==> src/sv/sde_pkg.sv <==
// ============================================================================
// sde_pkg: shared types and constants of the SHA-1 digest engine
// Holds the channel payload structs, the queue entry, and the fixed SHA-1
// constants used by the compression core.
// ============================================================================
package sde_pkg;

    // Input transaction payload.
    typedef struct packed {
        logic [7:0] data_byte;
        logic       has_byte;
        logic       end_of_message;
    } sde_in_t;

    // Output transaction payload.
    typedef struct packed {
        logic [31:0] digest_word;
        logic [2:0]  word_index;
        logic        digest_done;
    } sde_out_t;

    // Work item passed from the front end to the core.
    typedef struct packed {
        logic [7:0] data;
        logic       has_byte;
        logic       last;
    } sde_op_t;

    localparam logic [0:4][31:0] H_INIT = {
        32'h67452301, 32'hEFCDAB89, 32'h98BADCFE, 32'h10325476, 32'hC3D2E1F0
    };

    localparam logic [31:0] K_R0 = 32'h5A827999;
    localparam logic [31:0] K_R1 = 32'h6ED9EBA1;
    localparam logic [31:0] K_R2 = 32'h8F1BBCDC;
    localparam logic [31:0] K_R3 = 32'hCA62C1D6;

    localparam logic [7:0] PAD_BYTE   = 8'h80;
    localparam logic [5:0] LEN_POS    = 6'd56;
    localparam logic [5:0] LAST_SLOT  = 6'd63;
    localparam logic [6:0] LAST_ROUND = 7'd79;
    localparam logic [2:0] LAST_WORD  = 3'd4;

endpackage

==> src/sv/sde_front.sv <==
// ============================================================================
// sde_front: input front end of the SHA-1 digest engine
// Accepts message transactions, drops those that carry neither a byte nor
// an end mark, and queues the rest for the compression core.
// ============================================================================
module sde_front #(
    parameter int DEPTH = 4
) (
    input  logic              clk,
    input  logic              rst_n,
    input  logic              msg_valid,
    output logic              msg_ready,
    input  sde_pkg::sde_in_t  msg,
    output logic              q_valid,
    input  logic              q_ready,
    output sde_pkg::sde_op_t  q_op
);

    localparam int PW = (DEPTH > 1) ? $clog2(DEPTH) : 1;
    localparam int CW = $clog2(DEPTH + 1);

    sde_pkg::sde_op_t fifo_mem [DEPTH];
    logic [PW-1:0]    wr_ptr_reg;
    logic [PW-1:0]    rd_ptr_reg;
    logic [CW-1:0]    cnt_reg;
    logic             push;
    logic             pop;

    assign msg_ready = (cnt_reg != CW'(DEPTH));
    assign q_valid   = (cnt_reg != '0);
    assign q_op      = fifo_mem[rd_ptr_reg];

    // Only items that do something enter the queue.
    assign push = msg_valid && msg_ready && (msg.has_byte || msg.end_of_message);
    assign pop  = q_valid && q_ready;

    always_ff @(posedge clk)
    begin
        if (push)
        begin
            fifo_mem[wr_ptr_reg] <= '{data: msg.data_byte, has_byte: msg.has_byte,
                                      last: msg.end_of_message};
        end
    end

    always_ff @(posedge clk or negedge rst_n)
    begin
        if (!rst_n)
        begin
            wr_ptr_reg <= '0;
            rd_ptr_reg <= '0;
            cnt_reg    <= '0;
        end
        else
        begin
            if (push)
            begin
                wr_ptr_reg <= (wr_ptr_reg == PW'(DEPTH - 1)) ? '0 : wr_ptr_reg + 1'b1;
            end
            if (pop)
            begin
                rd_ptr_reg <= (rd_ptr_reg == PW'(DEPTH - 1)) ? '0 : rd_ptr_reg + 1'b1;
            end
            if (push && !pop)
            begin
                cnt_reg <= cnt_reg + 1'b1;
            end
            else if (pop && !push)
            begin
                cnt_reg <= cnt_reg - 1'b1;
            end
        end
    end

endmodule

==> src/sv/sde_core.sv <==
// ============================================================================
// sde_core: SHA-1 block gathering, padding and compression
// Shifts bytes into a 512-bit block register, runs one round per cycle,
// pads the closing block and presents the digest through an output register.
// ============================================================================
module sde_core (
    input  logic              clk,
    input  logic              rst_n,
    input  logic              q_valid,
    output logic              q_ready,
    input  sde_pkg::sde_op_t  q_op,
    output logic              digest_valid,
    input  logic              digest_ready,
    output sde_pkg::sde_out_t digest
);

    typedef enum logic [2:0] {
        S_IDLE,
        S_PAD,
        S_FILL,
        S_ROUND,
        S_ADD,
        S_OUT
    } state_t;

    state_t            state_reg;
    state_t            ret_reg;
    logic [5:0]        fill_reg;
    logic [63:0]       bitcnt_reg;
    logic [31:0]       chain_reg [5];
    logic [6:0]        rnd_reg;
    logic [2:0]        widx_reg;
    logic              out_valid_reg;
    sde_pkg::sde_out_t out_reg;

    logic [511:0]      blk_reg;
    logic [31:0]       a_reg, b_reg, c_reg, d_reg, e_reg;

    logic              pop;
    logic              shift_en;
    logic [7:0]        shift_byte;
    logic              len_load;
    logic              work_load;
    logic              round_en;
    logic              out_load;

    logic [31:0]       w0, w2, w8, w13, w_mix, w_cur;
    logic [31:0]       f_val, k_val, round_sum;

    assign q_ready      = (state_reg == S_IDLE);
    assign pop          = q_valid && q_ready;
    assign out_load     = (state_reg == S_OUT) && (!out_valid_reg || digest_ready);
    assign digest_valid = out_valid_reg;
    assign digest       = out_reg;

    // Control strobes for the datapath.
    always_comb
    begin
        shift_en   = 1'b0;
        shift_byte = 8'h00;
        len_load   = 1'b0;
        round_en   = 1'b0;
        unique case (state_reg)
            S_IDLE:
            begin
                if (pop && q_op.has_byte)
                begin
                    shift_en   = 1'b1;
                    shift_byte = q_op.data;
                end
            end
            S_PAD:
            begin
                shift_en   = 1'b1;
                shift_byte = sde_pkg::PAD_BYTE;
            end
            S_FILL:
            begin
                if (fill_reg == sde_pkg::LEN_POS)
                begin
                    len_load = 1'b1;
                end
                else
                begin
                    shift_en = 1'b1;
                end
            end
            S_ROUND:
            begin
                round_en = 1'b1;
            end
            S_ADD, S_OUT:
            begin
            end
            default:
            begin
            end
        endcase
        work_load = (shift_en && (fill_reg == sde_pkg::LAST_SLOT)) || len_load;
    end

    // Schedule taps: word j of the window sits at blk_reg[511-32j -: 32].
    assign w0    = blk_reg[511:480];
    assign w2    = blk_reg[447:416];
    assign w8    = blk_reg[255:224];
    assign w13   = blk_reg[95:64];
    assign w_mix = w13 ^ w8 ^ w2 ^ w0;
    assign w_cur = (rnd_reg < 7'd16) ? w0 : {w_mix[30:0], w_mix[31]};

    always_comb
    begin
        priority if (rnd_reg < 7'd20)
        begin
            f_val = (b_reg & c_reg) | (~b_reg & d_reg);
            k_val = sde_pkg::K_R0;
        end
        else if (rnd_reg < 7'd40)
        begin
            f_val = b_reg ^ c_reg ^ d_reg;
            k_val = sde_pkg::K_R1;
        end
        else if (rnd_reg < 7'd60)
        begin
            f_val = (b_reg & c_reg) | (b_reg & d_reg) | (c_reg & d_reg);
            k_val = sde_pkg::K_R2;
        end
        else
        begin
            f_val = b_reg ^ c_reg ^ d_reg;
            k_val = sde_pkg::K_R3;
        end
    end

    assign round_sum = {a_reg[26:0], a_reg[31:27]} + f_val + e_reg + k_val + w_cur;

    // Block register and working variables.
    always_ff @(posedge clk)
    begin
        if (shift_en)
        begin
            blk_reg <= {blk_reg[503:0], shift_byte};
        end
        else if (len_load)
        begin
            blk_reg <= {blk_reg[447:0], bitcnt_reg};
        end
        else if (round_en)
        begin
            blk_reg <= {blk_reg[479:0], w_cur};
        end

        if (work_load)
        begin
            a_reg <= chain_reg[0];
            b_reg <= chain_reg[1];
            c_reg <= chain_reg[2];
            d_reg <= chain_reg[3];
            e_reg <= chain_reg[4];
        end
        else if (round_en)
        begin
            a_reg <= round_sum;
            b_reg <= a_reg;
            c_reg <= {b_reg[1:0], b_reg[31:2]};
            d_reg <= c_reg;
            e_reg <= d_reg;
        end
    end

    always_ff @(posedge clk or negedge rst_n)
    begin
        if (!rst_n)
        begin
            state_reg     <= S_IDLE;
            ret_reg       <= S_IDLE;
            fill_reg      <= '0;
            bitcnt_reg    <= '0;
            for (int i = 0; i < 5; i++)
            begin
                chain_reg[i] <= sde_pkg::H_INIT[i];
            end
            rnd_reg       <= '0;
            widx_reg      <= '0;
            out_valid_reg <= 1'b0;
            out_reg       <= '0;
        end
        else
        begin
            if (out_load)
            begin
                out_valid_reg <= 1'b1;
            end
            else if (out_valid_reg && digest_ready)
            begin
                out_valid_reg <= 1'b0;
            end
            if (shift_en)
            begin
                fill_reg <= fill_reg + 1'b1;
            end
            else if (len_load)
            begin
                fill_reg <= '0;
            end

            unique case (state_reg)
                S_IDLE:
                begin
                    if (pop)
                    begin
                        if (q_op.has_byte)
                        begin
                            bitcnt_reg <= bitcnt_reg + 64'd8;
                            if (fill_reg == sde_pkg::LAST_SLOT)
                            begin
                                state_reg <= S_ROUND;
                                ret_reg   <= q_op.last ? S_PAD : S_IDLE;
                            end
                            else if (q_op.last)
                            begin
                                state_reg <= S_PAD;
                            end
                        end
                        else if (q_op.last)
                        begin
                            state_reg <= S_PAD;
                        end
                    end
                end
                S_PAD:
                begin
                    if (fill_reg == sde_pkg::LAST_SLOT)
                    begin
                        state_reg <= S_ROUND;
                        ret_reg   <= S_FILL;
                    end
                    else
                    begin
                        state_reg <= S_FILL;
                    end
                end
                S_FILL:
                begin
                    if (fill_reg == sde_pkg::LEN_POS)
                    begin
                        state_reg <= S_ROUND;
                        ret_reg   <= S_OUT;
                    end
                    else if (fill_reg == sde_pkg::LAST_SLOT)
                    begin
                        state_reg <= S_ROUND;
                        ret_reg   <= S_FILL;
                    end
                end
                S_ROUND:
                begin
                    if (rnd_reg == sde_pkg::LAST_ROUND)
                    begin
                        rnd_reg   <= '0;
                        state_reg <= S_ADD;
                    end
                    else
                    begin
                        rnd_reg <= rnd_reg + 1'b1;
                    end
                end
                S_ADD:
                begin
                    chain_reg[0] <= chain_reg[0] + a_reg;
                    chain_reg[1] <= chain_reg[1] + b_reg;
                    chain_reg[2] <= chain_reg[2] + c_reg;
                    chain_reg[3] <= chain_reg[3] + d_reg;
                    chain_reg[4] <= chain_reg[4] + e_reg;
                    widx_reg     <= '0;
                    state_reg    <= ret_reg;
                end
                S_OUT:
                begin
                    if (out_load)
                    begin
                        out_reg       <= '{digest_word: chain_reg[widx_reg],
                                           word_index:  widx_reg,
                                           digest_done: (widx_reg == sde_pkg::LAST_WORD)};
                        if (widx_reg == sde_pkg::LAST_WORD)
                        begin
                            // Message finished: back to the initial chaining value.
                            for (int i = 0; i < 5; i++)
                            begin
                                chain_reg[i] <= sde_pkg::H_INIT[i];
                            end
                            fill_reg   <= '0;
                            bitcnt_reg <= '0;
                            widx_reg   <= '0;
                            state_reg  <= S_IDLE;
                        end
                        else
                        begin
                            widx_reg <= widx_reg + 1'b1;
                        end
                    end
                end
                default:
                begin
                    state_reg <= S_IDLE;
                end
            endcase
        end
    end

    // Every compression starts on a block boundary, so the fill count is zero.
    a_fill_on_add: assert property (@(posedge clk) disable iff (!rst_n)
        (state_reg == S_ADD) |-> (fill_reg == '0))
        else $error("fill count not zero after a block compression");

    a_done_last: assert property (@(posedge clk) disable iff (!rst_n)
        out_valid_reg |-> (out_reg.digest_done == (out_reg.word_index == sde_pkg::LAST_WORD)))
        else $error("digest_done does not match the last word index");

    a_msg_reset: assert property (@(posedge clk) disable iff (!rst_n)
        (out_load && (widx_reg == sde_pkg::LAST_WORD)) |=>
        ((fill_reg == '0) && (bitcnt_reg == '0) && (state_reg == S_IDLE)))
        else $error("message state not cleared after the last digest word");

    a_round_idle: assert property (@(posedge clk) disable iff (!rst_n)
        (state_reg != S_ROUND) |-> (rnd_reg == '0))
        else $error("round counter left nonzero outside the round loop");

endmodule

==> src/sv/sha1_digest_engine.sv <==
// ============================================================================
// sha1_digest_engine: SHA-1 hash engine over a byte stream
// Top level joining the queueing front end and the compression core.
// ============================================================================
// Usage:
// The msg channel takes one transaction per message byte, first byte first.
// has_byte marks a real byte; end_of_message closes the message, and the
// closing transaction may carry no byte so that an empty message can be
// hashed. Transactions with neither flag are accepted and dropped.
// The digest channel returns five transactions per message, word 0 (most
// significant) first; digest_done is set on word 4.
// Throughput: a front queue takes one transaction per cycle while not full.
// The core drains one byte per cycle while idle and, on each full 64-byte
// block, runs 80 rounds in a single round unit, then the chaining add,
// before it takes the next byte.
// After the closing transaction the core pads, zero-fills one byte per cycle
// and runs one or two compressions, as the padding needs, before digest word 0;
// the words then follow one a cycle while digest_ready is high.
// Reset clears the queue and restores the initial chaining value.
// When digest_ready is low, the output register holds its word and the core
// waits; the queue keeps taking input transactions until it fills.
// ============================================================================
module sha1_digest_engine #(
    parameter int QUEUE_DEPTH = 4
) (
    input  logic              clk,
    input  logic              rst_n,
    input  logic              msg_valid,
    output logic              msg_ready,
    input  sde_pkg::sde_in_t  msg,
    output logic              digest_valid,
    input  logic              digest_ready,
    output sde_pkg::sde_out_t digest
);

    logic             q_valid;
    logic             q_ready;
    sde_pkg::sde_op_t q_op;

    // Front end: filters empty transactions and buffers the rest.
    sde_front #(
        .DEPTH (QUEUE_DEPTH)
    ) u_front (
        .clk       (clk),
        .rst_n     (rst_n),
        .msg_valid (msg_valid),
        .msg_ready (msg_ready),
        .msg       (msg),
        .q_valid   (q_valid),
        .q_ready   (q_ready),
        .q_op      (q_op)
    );

    // Core: block gathering, padding, 80-round compression, digest output.
    sde_core u_core (
        .clk          (clk),
        .rst_n        (rst_n),
        .q_valid      (q_valid),
        .q_ready      (q_ready),
        .q_op         (q_op),
        .digest_valid (digest_valid),
        .digest_ready (digest_ready),
        .digest       (digest)
    );

endmodule

==> config.mk <==
export PLATFORM = sky130hd
export DESIGN_NAME = sha1_digest_engine
export DESIGN_NICKNAME = d
export VERILOG_FILES = /design/src/sv/sde_pkg.sv /design/src/sv/sde_front.sv /design/src/sv/sde_core.sv /design/src/sv/sha1_digest_engine.sv
export SDC_FILE = /design/constraint.sdc
export NUM_CORES = 2
export LEC_CHECK = 0
export BUFFER_PORTS_ARGS = -buffer_cell sky130_fd_sc_hd__buf_4
export CAP_MARGIN = 20
export CORE_MARGIN = 8
export CORE_UTILIZATION = 50
export CTS_CLUSTER_SIZE = 25
export DETAILED_ROUTE_END_ITERATION = 6
export GPL_TIMING_DRIVEN = 0
export PLACE_DENSITY = 0.71
export RECOVER_POWER = 100
export SETUP_SLACK_MARGIN = 0.02
export SYNTH_ARGS = -nofsm -noshare
export SYNTH_HDL_FRONTEND = slang
export SYNTH_HIERARCHICAL = 1
export SYNTH_SLANG_ARGS = --single-unit
==> constraint.sdc <==
create_clock -name clk -period 14.6 [get_ports clk]
set_clock_uncertainty 0.1 [all_clocks]
set_input_delay 1.46 -clock clk [delete_from_list [all_inputs] [get_ports clk]]
set_output_delay 1.46 -clock clk [all_outputs]
set_load 0.005 [all_outputs]
# After elaboration in Yosys (flattened, before gate mapping)

Memory sizes are Yosys's and may differ from the RTL's.
Cells that the tools add are included.

Memories: 1
Output and inout port bits: 38
Flip-flop bits (word level): 962
Bits in writable memories: 40
Input bits: 14
Logic and storage cells: 184

Multiplexer cells: 74
Add/sub/neg operators: 17
Eq/ne operators: 19
Reductions and logical operators: 30
Magnitude comparators: 5
Bitwise gates (word level): 14

Memories:

| memory           | depth | width | rd ports | clocked after memory_dff | wr ports | line            | text |
|---|---|---|---|---|---|---|---|
| u_front.fifo_mem | 4     | 10    | 1        | 0                        | 1        | sde_front.sv:22 | `sde_pkg::sde_op_t fifo_mem [DEPTH];` |

Operator list:

| operator                                                              | count |
|---|---|
| 512-bit two-way mux                                                   | 3 |
| 32-bit two-way mux                                                    | 18 |
| 160-bit two-way mux                                                   | 2 |
| 160-bit case mux with 2 select lines                                  | 1 |
| 32-bit adder                                                          | 9 |
| 64-bit two-way mux                                                    | 4 |
| 32-bit XOR                                                            | 5 |
| 32-bit AND                                                            | 4 |
| 64-bit case mux with 2 select lines                                   | 1 |
| 32-bit binary-select mux with 3-bit select                            | 1 |
| 32-bit bitwise OR                                                     | 3 |
| 64-bit by 4-bit adder with 64-bit output (second input constant)      | 1 |
| 3-bit two-way mux                                                     | 18 |
| 32-bit NOT                                                            | 1 |
| 31-bit two-way mux                                                    | 1 |
| 6-bit two-way mux                                                     | 5 |
| 3-bit case mux with 6 select lines                                    | 1 |
| 8-bit case mux with 2 select lines                                    | 1 |
| 7-bit by 5-bit < comparator with 1-bit output (second input constant) | 2 |
| 7-bit by 6-bit < comparator with 1-bit output (second input constant) | 2 |
| 6-bit == test (second input constant)                                 | 2 |
| 1-bit two-way mux                                                     | 11 |
| 5-bit AND reduction                                                   | 2 |
| 2-bit nonzero test                                                    | 5 |
| other kinds (30)                                                      | 56 |

# Longest topological paths before layout

Depth after elaboration: 12
Mapped depth: 25
Mapped depth without buffers: 23

# Hierarchy

Netlist, hierarchy kept.

By module, submodules not included:

| module    | instances | sequential area each (um^2) | cells each | area an instance (um^2) |
|---|---|---|---|---|
| sde_core  | 1         | 27286.2                     | 6409       | 58318.4 |
| sde_front | 1         | 1376.3                      | 90         | 1894.3 |

# Worst setup path after synthesis

No wires, ideal clock.

Path type: flip-flop to flip-flop
From: register u_core.fill_reg[0]
To: register u_core.blk_reg[0] (enable)
Path slack: 0.670 ns
Period minus slack after synthesis: 13.930 ns
Path buffers: 1
Required time: 10.847 ns
Library setup time: 3.653 ns
Cell stages (with the launch flop): 11
Data arrival time: 10.178 ns
Cell sequence: dfrtp_1 -> inv_1 -> ha_1 -> nand2_1 -> nor3_1 -> nor3b_1 -> o21ai_0 -> nand2b_1 -> clkbuf_1 -> nor2_1 -> nand2_1

Cells in the longest elaborated chain, start to end: 4
Elaborated cells on any way between the ends: 6
Classes of those cells: eq/ne: 1; mux: 4; reduce/logical: 1

RTL lines:

| what                                                                           | line            | text |
|---|---|---|
| start: declaration                                                             | sde_core.sv:28  | `logic [5:0] fill_reg;` |
| start signal: assignment                                                       | sde_core.sv:199 | `fill_reg <= fill_reg + 1'b1;` |
| 6-bit == test *                                                                | sde_core.sv:79  | `if (fill_reg == sde_pkg::LEN_POS)` |
| 1-bit two-way mux                                                              | sde_core.sv:79  |  |
| 1-bit case mux with 3 select lines / 1-bit two-way mux (equally long branches) | sde_core.sv:63  | `unique case (state_reg)` |
| 3-bit nonzero test (no source line) *                                          | -               |  |
| end signal: assignment                                                         | sde_core.sv:141 | `blk_reg <= {blk_reg[503:0], shift_byte};` |
| end signal: assignment                                                         | sde_core.sv:145 | `blk_reg <= {blk_reg[447:0], bitcnt_reg};` |
| end signal: assignment                                                         | sde_core.sv:149 | `blk_reg <= {blk_reg[479:0], w_cur};` |
| end: declaration                                                               | sde_core.sv:36  | `logic [511:0] blk_reg;` |

Every way passes the cells marked *; elsewhere a longest branch is shown, timed or not.
A chain may end at the register's enable or synchronous reset.

# Worst setup path after layout

From: register u_core.fill_reg[0]
To: register u_core.blk_reg[293] (enable)

Same word-level chain as after synthesis.

==> reports/results.txt <==
The wire-length estimate of the detail-placed layout is 168 mm. Routability-driven placement finished with a final weighted congestion of 1.02. The number of buffers created by CTS was 112. The cell sitting at the root of the clock tree is a sky130_fd_sc_hd__clkbuf_16.

Max-cap violations in this run came to 13. The worst stage delay on the critical path works out to 2.67 ns. The number of routed nets with antenna violations was 0; the post-route clock period utilization was 0.690.

The final reports fail on design-rule violations, max-capacitance violations, max-slew violations. The mapped cell area came out at 60200 um2. The area share of the largest cell type after synthesis was 0.355. The floorplan step defined a core boundary enclosing 120000 um2. The first routing iteration left 8044 violations. For the post-detailed-routing wire length, the log shows 221 mm. After filler insertion, the fill cell instance count of the layout stands at 10600. The synthesized design contains 999 register bits. Initial antenna violation count: 4. The flow ran to the end, but the final reports show violations. Counting every net in the synthesized netlist gives 6844. For the buffer depth of the longest clock path, the log shows 3. The leftover overflow at the end of global routing was 0; the horizontal extent of the die was 363 um. Data on the critical path is required at its endpoint by 14.88 ns.

The tools report the residual DRC count as 2. The post-synthesis async set-or-reset flop share came out at 0.287. The min-delay analysis places its worst path in the category flip-flop to flip-flop.

Setup violations remaining at the end of the flow were counted as 0. The final-report hold violation count came out at 0. The most used flip-flop cell after synthesis is sky130_fd_sc_hd__edfxtp_1. The fraction of final layout cells sized beyond drive strength 1 was 0.0559; the arrival time of the worst setup path was 10.35 ns. In this run the tool buffered the top-level ports with 51 buffer cells.

Number of instances in the synthesized netlist: 6499. The total die area was 132000 um2; the max-slew violation count was 623. The detailed router placed 53100 vias in this run. The cts-stage hold buffer count was 0.

The worst setup path is of the flip-flop to flip-flop kind. The tools report the via count of the first global-routing pass as 49200. The tools report the peak clock frequency supported by timing as 99.3 MHz. The largest individual stage delay along the critical path comes from the cell sky130_fd_sc_hd__clkbuf_1. The sequential fraction of the synthesis area is 0.476, and the first-pass GRT wire length is 322 mm. Counting stages on the worst path, the most repeated cell is sky130_fd_sc_hd__clkbuf_1.

The area growth from synthesis to layout is 10.3%. Gates resized during post-CTS repair numbered 0. The maximum level of the CTS H-tree was 3. Walking the worst path, the cells encountered are inv_1 -> ha_1 -> nand2_1 -> nor3_1 -> and3_1 -> clkbuf_1 -> clkbuf_1 -> nor2_1 -> nand2_1 -> clkbuf_1 -> clkbuf_1 -> buf_16 -> buf_16 -> buf_16. The type of origin of the critical path is a flip-flop. Setup repair after global routing left no endpoint under its margin.

For the pin with the worst max-slew slack, the measured transition is 4.47 ns. The logs give 0.503 for the effective utilization at floorplan and 0 for the number of buffers added for setup after CTS. Clock latency on the worst-skew pair, taken at its later pin, is 0.73 ns. The number of placement rows is 127. Number of iterations in the first detailed-routing pass: 7. sky130_fd_sc_hd__edfxtp_1 takes more of the synthesized area than any other cell.

The mean area per synthesized cell works out to 9.26 um2. The tools report the worst relative slew slack as -1.98. TritonCTS built the clock tree.

The count of warnings emitted by yosys is 6. In the post-synthesis netlist, the biggest area contributors are sky130_fd_sc_hd__edfxtp_1 (36%), sky130_fd_sc_hd__nand2_1 (9.8%), sky130_fd_sc_hd__dfrtp_1 (8.6%). The routed length per placed instance is 26.3 um.

The final net count is 7043. Using the TritonRoute via totals, the vias-per-cell ratio works out to 6.31. The clock transition at the registers of the reported paths is 0.06 ns, and the number of different library cells in the post-synthesis netlist is 88. From bottom edge to top edge, the die measures 363 um. The maximum number of pins on one net before global-route repair was 108; the flip-flop count of the largest register, all copies and words added was 512.

The sort of element at the end of the critical path is a flip-flop. CTS saw 999 sinks. The number of I/O pins is 52.

The worst path needs 10.07 ns of the cycle, external delays included. In the final timing run, aggregate negative setup slack is 0 ns. The count of flip-flops with a built-in enable after synthesis is 712.

Along the worst path, the maximum fanout reaches 74. The tools report the overall fraction of global-route tracks in use as 0.325.
-- Yosys cell counts (11+ instances only) --
| cell type | instances |
|---|---|
| sky130_fd_sc_hd__mux2i_1 | 37 |
| sky130_fd_sc_hd__o21ai_0 | 305 |
| sky130_fd_sc_hd__nor2_1 | 781 |
| sky130_fd_sc_hd__a211oi_1 | 30 |
| sky130_fd_sc_hd__mux4_2 | 42 |
| sky130_fd_sc_hd__inv_1 | 250 |
| sky130_fd_sc_hd__a21oi_1 | 288 |
| sky130_fd_sc_hd__or2_2 | 11 |
| sky130_fd_sc_hd__nor4_1 | 12 |
| sky130_fd_sc_hd__nand3_1 | 62 |
| sky130_fd_sc_hd__and3_1 | 33 |
| sky130_fd_sc_hd__a221o_1 | 20 |
| sky130_fd_sc_hd__nand2_1 | 1572 |
| sky130_fd_sc_hd__nand4_1 | 22 |
| sky130_fd_sc_hd__ha_1 | 205 |
| sky130_fd_sc_hd__and2_1 | 16 |
| sky130_fd_sc_hd__clkbuf_1 | 334 |
| sky130_fd_sc_hd__o21bai_1 | 22 |
| sky130_fd_sc_hd__dfrtp_1 | 207 |
| sky130_fd_sc_hd__o211ai_1 | 11 |
| sky130_fd_sc_hd__nor3_1 | 41 |
| sky130_fd_sc_hd__or3_1 | 35 |
| sky130_fd_sc_hd__dfstp_2 | 80 |
| sky130_fd_sc_hd__xor2_1 | 107 |
| sky130_fd_sc_hd__a22oi_1 | 36 |
| sky130_fd_sc_hd__o31ai_1 | 18 |
| sky130_fd_sc_hd__o21a_1 | 30 |
| sky130_fd_sc_hd__buf_2 | 16 |
| sky130_fd_sc_hd__a31oi_1 | 509 |
| sky130_fd_sc_hd__xnor2_1 | 179 |
| sky130_fd_sc_hd__a21o_1 | 97 |
| sky130_fd_sc_hd__edfxtp_1 | 712 |
| sky130_fd_sc_hd__fa_1 | 126 |
| sky130_fd_sc_hd__buf_1 | 18 |
| sky130_fd_sc_hd__nand2b_1 | 26 |
| sky130_fd_sc_hd__nor2b_1 | 30 |
| sky130_fd_sc_hd__a22o_1 | 13 |
-- metrics by stage --
step	cell area, um2	cells	utilization	setup WS (ns)	hold slack, ns
CTS	66800	8402	0.559	6.02	0.381
floorplan	60200	6499	-	0.670	0.343
detailed placement	63200	8192	0.528	6.05	0.364
global placement	62600	8162	0.523	-5.08	0.361
global route	66400	8406	0.555	3.99	0.405
finish	66400	8413	0.555	4.53	0.376
-- cell families (layout without fill, tap and decap cells) --
family,after synthesis,after routing,share of synthesized area
buf+inv,622,917,0.0395
flops,999,999,0.476
other cells,0,7,0
fa+ha+maj,331,331,0.0845
xor+xnor,286,286,0.0416
simple gates,2684,2684,0.181
mux,84,84,0.0229
compound gates,1493,1493,0.155
-- cell usage in the layout (no fill, tap or decap), types with 33 or more instances in the layout --
cell / netlist / final
sky130_fd_sc_hd__ha_1: 205 / 205
sky130_fd_sc_hd__clkbuf_16: 0 / 113
sky130_fd_sc_hd__clkbuf_1: 334 / 423
sky130_fd_sc_hd__mux2i_1: 37 / 37
sky130_fd_sc_hd__nand3_1: 62 / 62
sky130_fd_sc_hd__o21ai_0: 305 / 305
sky130_fd_sc_hd__a21oi_1: 288 / 289
sky130_fd_sc_hd__fa_1: 126 / 126
sky130_fd_sc_hd__xnor2_1: 179 / 179
sky130_fd_sc_hd__edfxtp_1: 712 / 712
sky130_fd_sc_hd__inv_1: 250 / 250
sky130_fd_sc_hd__mux4_2: 42 / 42
sky130_fd_sc_hd__and3_1: 33 / 33
sky130_fd_sc_hd__nor3_1: 41 / 43
sky130_fd_sc_hd__nor2_1: 781 / 781
sky130_fd_sc_hd__dfstp_2: 80 / 80
sky130_fd_sc_hd__a21o_1: 97 / 97
sky130_fd_sc_hd__nand2_1: 1572 / 1572
sky130_fd_sc_hd__dfrtp_1: 207 / 207
sky130_fd_sc_hd__xor2_1: 107 / 107
sky130_fd_sc_hd__a31oi_1: 509 / 509
sky130_fd_sc_hd__or3_1: 35 / 36
sky130_fd_sc_hd__a22oi_1: 36 / 36
-- worst max-delay path: cells and delay by family, from the launching register on --
kind | cells | cell delay, ns
DFF | 1 | 0.42
and+or+nand+nor | 5 | 1.23
buffers and inverters | 8 | 7.68
adders and majority gates | 1 | 0.15
-- metal layers --
metal / up-vias / wire length [um] / track usage
met2: 3557 / 91500 / 0.462
li1: 23300 / - / -
met4: 0 / 11300 / 0.145
met1: 25600 / 89000 / 0.462
met3: 602 / 29400 / 0.0910
met5: - / 0 / 0
-- final timing paths --
kind                       cells past startpoint               start                    end  slack (ns)
setup / recovery                              14  u_core/fill_reg[0]    u_core/blk_reg[293]        4.53
hold / removal                                 2   u_core/digest[19]      u_core/digest[19]        0.38
setup reg to reg                              14  u_core/fill_reg[0]    u_core/blk_reg[293]        4.53
hold reg to reg                                2   u_core/digest[19]      u_core/digest[19]        0.38
max in group asynchronous                      2               rst_n  u_core/chain_reg[131]        7.25
min in group asynchronous                      1               rst_n   u_core/chain_reg[62]        1.67
-- layout make-up --
class	instances	area, um2	area share
multi-input combinational	4878	29100	0.439
buffer	371	1410	0.0212
clock buffer	148	3000	0.0451
clock inverter	62	617	0.00929
timing repair buffer	85	637	0.00959
inverter	251	942	0.0142
sequential	999	28700	0.431
antenna	7	17.5	0.000264
tap	1612	2020	0.0304
Power is left out: the tool's default activity adds up to more than one toggle a clock period on the data nets, which glitch-free logic cannot reach.
